==> src/sat_trk_pkg.sv <==
package sat_trk_pkg;

    localparam int SAT_W      = 6;
    localparam int EPOCH_W    = 48;
    localparam int ARC_W      = 16;
    localparam int PERIOD_W   = 32;
    localparam int ENTRY_W    = ARC_W + EPOCH_W;

    localparam int SAT_LSB     = 0;
    localparam int EPOCH_LSB   = SAT_LSB + SAT_W;
    localparam int PRESENT_BIT = EPOCH_LSB + EPOCH_W;
    localparam int SLIP_BIT    = PRESENT_BIT + 1;
    localparam int IN_TDATA_W  = 56;

    localparam int REJECT_BIT  = ARC_W;
    localparam int OUT_TDATA_W = 24;

    localparam int CFG_INDEX_W = 1;
    localparam int CFG_DATA_W  = PERIOD_W;

    localparam int NUM_SATS_DEF = 64;

    localparam logic [ARC_W-1:0] ARC_MAX = '1;

    typedef enum logic [CFG_INDEX_W-1:0] {
        CFG_UNSTABLE_PERIOD,
        CFG_DELETE_UNSTABLE
    } cfg_reg_t;

endpackage

==> src/sat_trk_ram.sv <==
module sat_trk_ram #(
    parameter int WIDTH = 8,
    parameter int DEPTH = 16
) (
    input  logic                                       clk,
    input  logic                                       we,
    input  logic [((DEPTH > 1) ? $clog2(DEPTH) : 1)-1:0] waddr,
    input  logic [WIDTH-1:0]                           wdata,
    input  logic                                       re,
    input  logic [((DEPTH > 1) ? $clog2(DEPTH) : 1)-1:0] raddr,
    output logic [WIDTH-1:0]                           rdata
);

    logic [WIDTH-1:0] mem_reg [DEPTH];
    logic [WIDTH-1:0] rdata_reg;

    always_ff @(posedge clk)
    begin
        if (we)
        begin
            mem_reg[waddr] <= wdata;
        end
        if (re)
        begin
            rdata_reg <= mem_reg[raddr];
        end
    end

    assign rdata = rdata_reg;

endmodule

==> src/satellite_arc_tracker.sv <==
// channel  | dir | tdata fields (lsb first)                        | tuser | tlast
// s_axis   | in  | sat_index 6, epoch_ms 48, flag_present, slip_flag | -     | -
// m_axis   | out | arc_number 16, reject, 7 zero bits                | -     | -
// cfg      | in  | cfg_we, cfg_index, cfg_data (32 bits)             | -     | -
//
// one item per cycle unless the output stalls; an item passes through the stage one registers, then the output register
// the table entry is read at the input transfer and written back on an arc change as the item moves on;
// a back-to-back item for the same satellite takes the written value by bypass
// reset clears the arc counts through one valid bit per satellite, no clearing pass
// a stalled output holds the result and the stage behind it; input stalls only when both are full
module satellite_arc_tracker #(
    parameter int NUM_SATS = sat_trk_pkg::NUM_SATS_DEF
) (
    input  logic                                   clk,
    input  logic                                   rst_n,
    input  logic                                   s_axis_tvalid,
    output logic                                   s_axis_tready,
    // sat_index, epoch_ms, flag_present, slip_flag
    input  logic [sat_trk_pkg::IN_TDATA_W-1:0]     s_axis_tdata,
    output logic                                   m_axis_tvalid,
    input  logic                                   m_axis_tready,
    // arc_number, reject, zero pad
    output logic [sat_trk_pkg::OUT_TDATA_W-1:0]    m_axis_tdata,
    input  logic                                   cfg_we,
    input  logic [sat_trk_pkg::CFG_INDEX_W-1:0]    cfg_index,
    input  logic [sat_trk_pkg::CFG_DATA_W-1:0]     cfg_data
);

    import sat_trk_pkg::*;

    localparam int AW = (NUM_SATS > 1) ? $clog2(NUM_SATS) : 1;

    // configuration
    logic [PERIOD_W-1:0] period_reg;
    logic                del_reg;

    always_ff @(posedge clk or negedge rst_n)
    begin
        if (!rst_n)
        begin
            period_reg <= '0;
            del_reg    <= 1'b0;
        end
        else if (cfg_we)
        begin
            unique case (cfg_reg_t'(cfg_index))
                CFG_UNSTABLE_PERIOD: period_reg <= cfg_data[PERIOD_W-1:0];
                CFG_DELETE_UNSTABLE: del_reg    <= cfg_data[0];
            endcase
        end
    end

    // handshake
    logic s1_valid_reg;
    logic out_valid_reg;
    logic out_free;
    logic s1_fire;
    logic in_acc;

    assign out_free      = !out_valid_reg || m_axis_tready;
    assign s1_fire       = s1_valid_reg && out_free;
    assign s_axis_tready = !s1_valid_reg || out_free;
    assign in_acc        = s_axis_tvalid && s_axis_tready;

    // input fields
    logic [SAT_W-1:0]   in_sat;
    logic [EPOCH_W-1:0] in_epoch;
    logic [AW-1:0]      in_addr;

    assign in_sat   = s_axis_tdata[SAT_LSB +: SAT_W];
    assign in_epoch = s_axis_tdata[EPOCH_LSB +: EPOCH_W];
    assign in_addr  = AW'(in_sat);

    // stage one registers
    logic [SAT_W-1:0]   s1_sat_reg;
    logic [EPOCH_W-1:0] s1_epoch_reg;
    logic               s1_present_reg;
    logic               s1_slip_reg;
    logic               rd_valid_reg;
    logic               fwd_hit_reg;
    logic [ARC_W-1:0]   fwd_arc_reg;
    logic [EPOCH_W-1:0] fwd_last_reg;
    logic [NUM_SATS-1:0] arc_valid_reg;

    // write-back signals
    logic               wr_en;
    logic [AW-1:0]      wr_addr;
    logic [ARC_W-1:0]   wr_arc;
    logic [ENTRY_W-1:0] ram_rdata;
    logic               fwd_hit_next;

    assign wr_addr      = AW'(s1_sat_reg);
    assign fwd_hit_next = wr_en && (wr_addr == in_addr);

    sat_trk_ram #(
        .WIDTH (ENTRY_W),
        .DEPTH (NUM_SATS)
    ) u_ram (
        .clk   (clk),
        .we    (wr_en),
        .waddr (wr_addr),
        .wdata ({s1_epoch_reg, wr_arc}),
        .re    (in_acc),
        .raddr (in_addr),
        .rdata (ram_rdata)
    );

    always_ff @(posedge clk or negedge rst_n)
    begin
        if (!rst_n)
        begin
            s1_valid_reg  <= 1'b0;
            fwd_hit_reg   <= 1'b0;
            arc_valid_reg <= '0;
        end
        else
        begin
            if (in_acc)
            begin
                s1_valid_reg <= 1'b1;
                fwd_hit_reg  <= fwd_hit_next;
            end
            else if (s1_fire)
            begin
                s1_valid_reg <= 1'b0;
            end
            if (wr_en)
            begin
                arc_valid_reg[wr_addr] <= 1'b1;
            end
        end
    end

    always_ff @(posedge clk)
    begin
        if (in_acc)
        begin
            s1_sat_reg     <= in_sat;
            s1_epoch_reg   <= in_epoch;
            s1_present_reg <= s_axis_tdata[PRESENT_BIT];
            s1_slip_reg    <= s_axis_tdata[SLIP_BIT];
            rd_valid_reg   <= arc_valid_reg[in_addr];
            fwd_arc_reg    <= wr_arc;
            fwd_last_reg   <= s1_epoch_reg;
        end
    end

    // arc decision
    logic               in_range;
    logic [ARC_W-1:0]   arc_cur;
    logic [EPOCH_W-1:0] last_cur;
    logic [EPOCH_W:0]   diff_ab;
    logic [EPOCH_W:0]   diff_ba;
    logic [EPOCH_W-1:0] epoch_gap;
    logic               unstable;
    logic [ARC_W-1:0]   arc_inc;
    logic               update;
    logic [ARC_W-1:0]   res_arc;
    logic               res_reject;

    always_comb
    begin
        in_range = 32'(s1_sat_reg) < NUM_SATS;
        if (fwd_hit_reg)
        begin
            arc_cur  = fwd_arc_reg;
            last_cur = fwd_last_reg;
        end
        else
        begin
            arc_cur  = rd_valid_reg ? ram_rdata[ARC_W-1:0] : '0;
            last_cur = ram_rdata[ARC_W +: EPOCH_W];
        end
        diff_ab   = {1'b0, s1_epoch_reg} - {1'b0, last_cur};
        diff_ba   = {1'b0, last_cur} - {1'b0, s1_epoch_reg};
        epoch_gap = diff_ab[EPOCH_W] ? diff_ba[EPOCH_W-1:0] : diff_ab[EPOCH_W-1:0];
        unstable  = (arc_cur != '0) && (epoch_gap <= EPOCH_W'(period_reg));
        arc_inc   = (arc_cur == ARC_MAX) ? arc_cur : arc_cur + ARC_W'(1);

        update     = 1'b0;
        res_arc    = arc_cur;
        res_reject = 1'b0;
        if (!in_range)
        begin
            res_arc    = '0;
            res_reject = 1'b1;
        end
        else if (!s1_present_reg)
        begin
            res_reject = 1'b1;
        end
        else if (unstable)
        begin
            res_reject = del_reg && (arc_cur > ARC_W'(1));
        end
        else if (s1_slip_reg)
        begin
            update     = 1'b1;
            res_arc    = arc_inc;
            res_reject = del_reg && (arc_inc > ARC_W'(1));
        end
    end

    assign wr_en  = s1_fire && update;
    assign wr_arc = arc_inc;

    // output register
    logic [ARC_W-1:0] out_arc_reg;
    logic             out_reject_reg;

    always_ff @(posedge clk or negedge rst_n)
    begin
        if (!rst_n)
        begin
            out_valid_reg <= 1'b0;
        end
        else if (out_free)
        begin
            out_valid_reg <= s1_valid_reg;
        end
    end

    always_ff @(posedge clk)
    begin
        if (s1_fire)
        begin
            out_arc_reg    <= res_arc;
            out_reject_reg <= res_reject;
        end
    end

    assign m_axis_tvalid = out_valid_reg;
    assign m_axis_tdata  = {(OUT_TDATA_W - ARC_W - 1)'(0), out_reject_reg, out_arc_reg};

endmodule

==> config.mk <==
export PLATFORM = sky130hd
export DESIGN_NAME = satellite_arc_tracker
export DESIGN_NICKNAME = d
export VERILOG_FILES = /design/src/sat_trk_pkg.sv /design/src/sat_trk_ram.sv /design/src/satellite_arc_tracker.sv
export SDC_FILE = /design/constraint.sdc
export NUM_CORES = 2
export LEC_CHECK = 0
export BUFFER_PORTS_ARGS = -buffer_cell sky130_fd_sc_hd__buf_2
export CORE_UTILIZATION = 57
export CTS_CLUSTER_SIZE = 12
export DETAILED_ROUTE_END_ITERATION = 7
export PLACE_DENSITY = 0.76
export SKIP_LAST_GASP = 1
export SYNTH_ARGS = -nofsm -noshare
export SYNTH_HDL_FRONTEND = slang
export SYNTH_HIERARCHICAL = 1
export SYNTH_SLANG_ARGS = --single-unit
==> constraint.sdc <==
create_clock -name clk -period 11.47 [get_ports clk]
set_input_delay 1.147 -clock clk [delete_from_list [all_inputs] [get_ports clk]]
set_output_delay 1.147 -clock clk [all_outputs]
set_load 0.05 [all_outputs]
==> results.toml <==
[final_layout]
final_common_cell = "edfxtp_1"
layout.nets = 8939
fin_area_um2 = 193000
area_growth_syn_to_layout_pct = 11.3
final_util = 0.638
drive_gt1_frac = 0.234
mostFrequentLayoutCells = "4298 x edfxtp_1, 1045 x mux4_2, 432 x clkbuf_16, 227 x buf_4, 204 x nand2_1"
instances_no_fill = 12900
largest_reg_flops = 4096

[cts]
cts_setup_buffers = 0
cts_tree = "yes"
cts.reportedPaths.clkPinSlew_ns = 0.06
cts_made_buffers = 428
cts.htree.levels = 5
ctsHoldBuffers = 0
postCtsResizedCells = 0
cts-root-buf = "clkbuf_16"
cts_num_sinks = 4398
worst_skew_pair.late_latency_ns = 1.00
clockBufferDepth = 4

[synth]
ys.warnings.count = 6
synth_ff_type = "edfxtp_1"
syn_area_per_cell_um2 = 20.8
yosys.cell_types.count = 75
ys_ff_latch = 4398
seq_area_frac_synth = 0.758
syn_inst = 8337
async_flop_share = 0.0227
synth_edf_count = 4298
netlist_area_um2 = 173000

[worst_setup_path]
cp-startpoint = "fwd_hit_reg$_DFFE_PN0P_"
critPathLaunchType = "flip-flop"
critPathArrivalTime_ns = 11.21
cp.required_ns = 12.07
max_stage_delay_ns = 0.88
cp-end-kind = "flip-flop"
ff2ff_path_depth = 32
r2r_end = "u_ram/mem_reg[29][29]$_DFFE_PP_"
path_class = "flip-flop to flip-flop"
cp_common_cell = "buf_4"
slowest_stage = "nor2_4"
setup.worst_path.end = "u_ram/mem_reg[29][29]$_DFFE_PP_"
worst-r2r-setup-slack_ns = 0.86
timing.rr.start = "fwd_hit_reg$_DFFE_PN0P_"
critPathMaxFanout = 34

[drt]
dr_wl_met3_um = 69200
drtIter0Drc = 15300
drc = 0
drt_pass1_iterations = 6
wl_met2_um = 233000
met1_length_um = 176000
num_vias = 92000
top_layer = "met5"
wirelength_um = 501000
routedWlPerCell_um = 38.8
avgViaCountPerCell = 7.12
ant_nets = 0

[timing]
fin_tns_setup_ns = 0
fin_ws_ns = 0.861
setup_viol = 0
fmax_ghz = 0.0943
slew_viol_final = 0
whs_ns = 0.182
worst_pin_slew_ns = 1.40
rsz0062_at_grt = "false"
fin_crit_ns = 10.61
max_slew_margin = 0.0557
finClkSkew_ns = 0.0881
post-route-period-util = 0.925
hold_violations = 0

[grt]
antenna_found_initial = 64
grt_pass1_wl_um = 696000
grt-ovfl-total = 0
globalRouteTotalUtil = 0.325
grt_pass1_vias = 89800
grt_max_degree = 112

[run_status]
status = "completed"

[place]
pre_cts_ws_ns = 1.18
dpl_cell_area_um2 = 181000
port_buffers = 112
place.gp.congestion = 0.974
hpwl_um = 305000
placed_cells = 12300

[die]
die_w_um = 554
num_rows = 202
die_y_um = 554
pin_count = 120
start_util = 0.573
core_um2 = 303000
die_area_um2 = 307000

[worst_hold_path]
hold_class = "primary input to async pin"

[pwr]
total_power_mw = 33.3
power.density_nw_per_um2 = 173
leakage_nw = 62.0
irDropWorstVdd_v = 0.000145

[run]
maxCapViolations = 0
==> report_power, final <==
part	switching, mW	leakage [nW]	internal (mW)
Combinational	1.85	15.9	0.812
Sequential	0.0885	40.2	17.8
Clock	5.78	5.86	6.97
==> synthesized netlist by cell type (25+ instances only) <==
cell,instances,area share
buf_1,25,0.00054
nor2_1,212,0.0046
a22oi_1,181,0.0078
a22o_1,93,0.0047
mux2i_1,192,0.011
o21ai_0,142,0.0041
and3_1,77,0.0028
a21oi_1,145,0.0042
buf_4,43,0.0019
a41oi_1,26,0.0013
nand2_1,206,0.0045
nand4_1,34,0.0012
edfxtp_1,4298,0.74
or2_2,28,0.0010
mux4_2,1045,0.14
ha_1,130,0.0094
xnor2_1,41,0.0021
inv_1,173,0.0037
dfrtp_1,100,0.014
o22ai_1,92,0.0033
nand3_1,67,0.0019
a211oi_1,82,0.0035
o221ai_1,44,0.0022
a21o_1,73,0.0032
buf_2,180,0.0052
nor3_1,31,0.00089
or3_1,40,0.0014
a31oi_1,35,0.0013
nor2b_1,36,0.0013
clkbuf_1,210,0.0045
==> how the worst min path moves through the flow <==
stage | from | endpoint | slack, ns | depth (start not counted)
after floorplan | arc_valid_reg[10]$_DFFE_PN0P_ | arc_valid_reg[10]$_DFFE_PN0P_ | 0.42 | 1
after global placement | arc_valid_reg[30]$_DFFE_PN0P_ | arc_valid_reg[30]$_DFFE_PN0P_ | 0.43 | 1
after detailed placement | arc_valid_reg[6]$_DFFE_PN0P_ | arc_valid_reg[6]$_DFFE_PN0P_ | 0.44 | 1
after CTS | rst_n | s1_valid_reg$_DFFE_PN0P_ | 0.16 | 1
after global routing | rst_n | period_reg[11]$_DFFE_PN0P_ | 0.21 | 1
final | rst_n | s1_valid_reg$_DFFE_PN0P_ | 0.18 | 1
==> cell type report <==
type,instances,area (um2)
antenna,45,113
clock buffer,537,11200
clock inverter,91,887
fill,19200,110000
inverter,173,657
multi-input combinational,3304,39900
sequential,4398,132000
tap,3978,4980
timing repair buffer,408,3680
==> critical path, delay by kind of cell, from the launching register on <==
kind            cells  cell delay (ns)
fa+ha+maj           2             0.79
mux                 1             0.28
flops               1             0.78
xor+xnor            1             0.13
compound gates      9             2.20
simple gates       12             3.82
buf+inv             7             2.22
==> layer usage <==
metal  vias to the layer above  GRT usage
met5                         -          0
met4                        34      0.136
met3                      1054     0.0908
met2                      7290      0.495
met1                     48100      0.448
li1                      35600          -
==> cell families (layout without fill, tap and decap cells) <==
family	Yosys count	in the layout	share of synthesized area
multiplexers	1242	1242	0.147
flip-flops	4398	4398	0.758
XOR/XNOR	64	64	0.00323
AND/OR/NAND/NOR	809	809	0.0229
AO/OA/AOI/OAI	1050	1050	0.0424
other	1	52	0.0000216
buffers and inverters	641	1209	0.0165
adder cells (fa/ha/maj)	132	132	0.00961
Note: power is estimated with default switching activity, not from simulation.
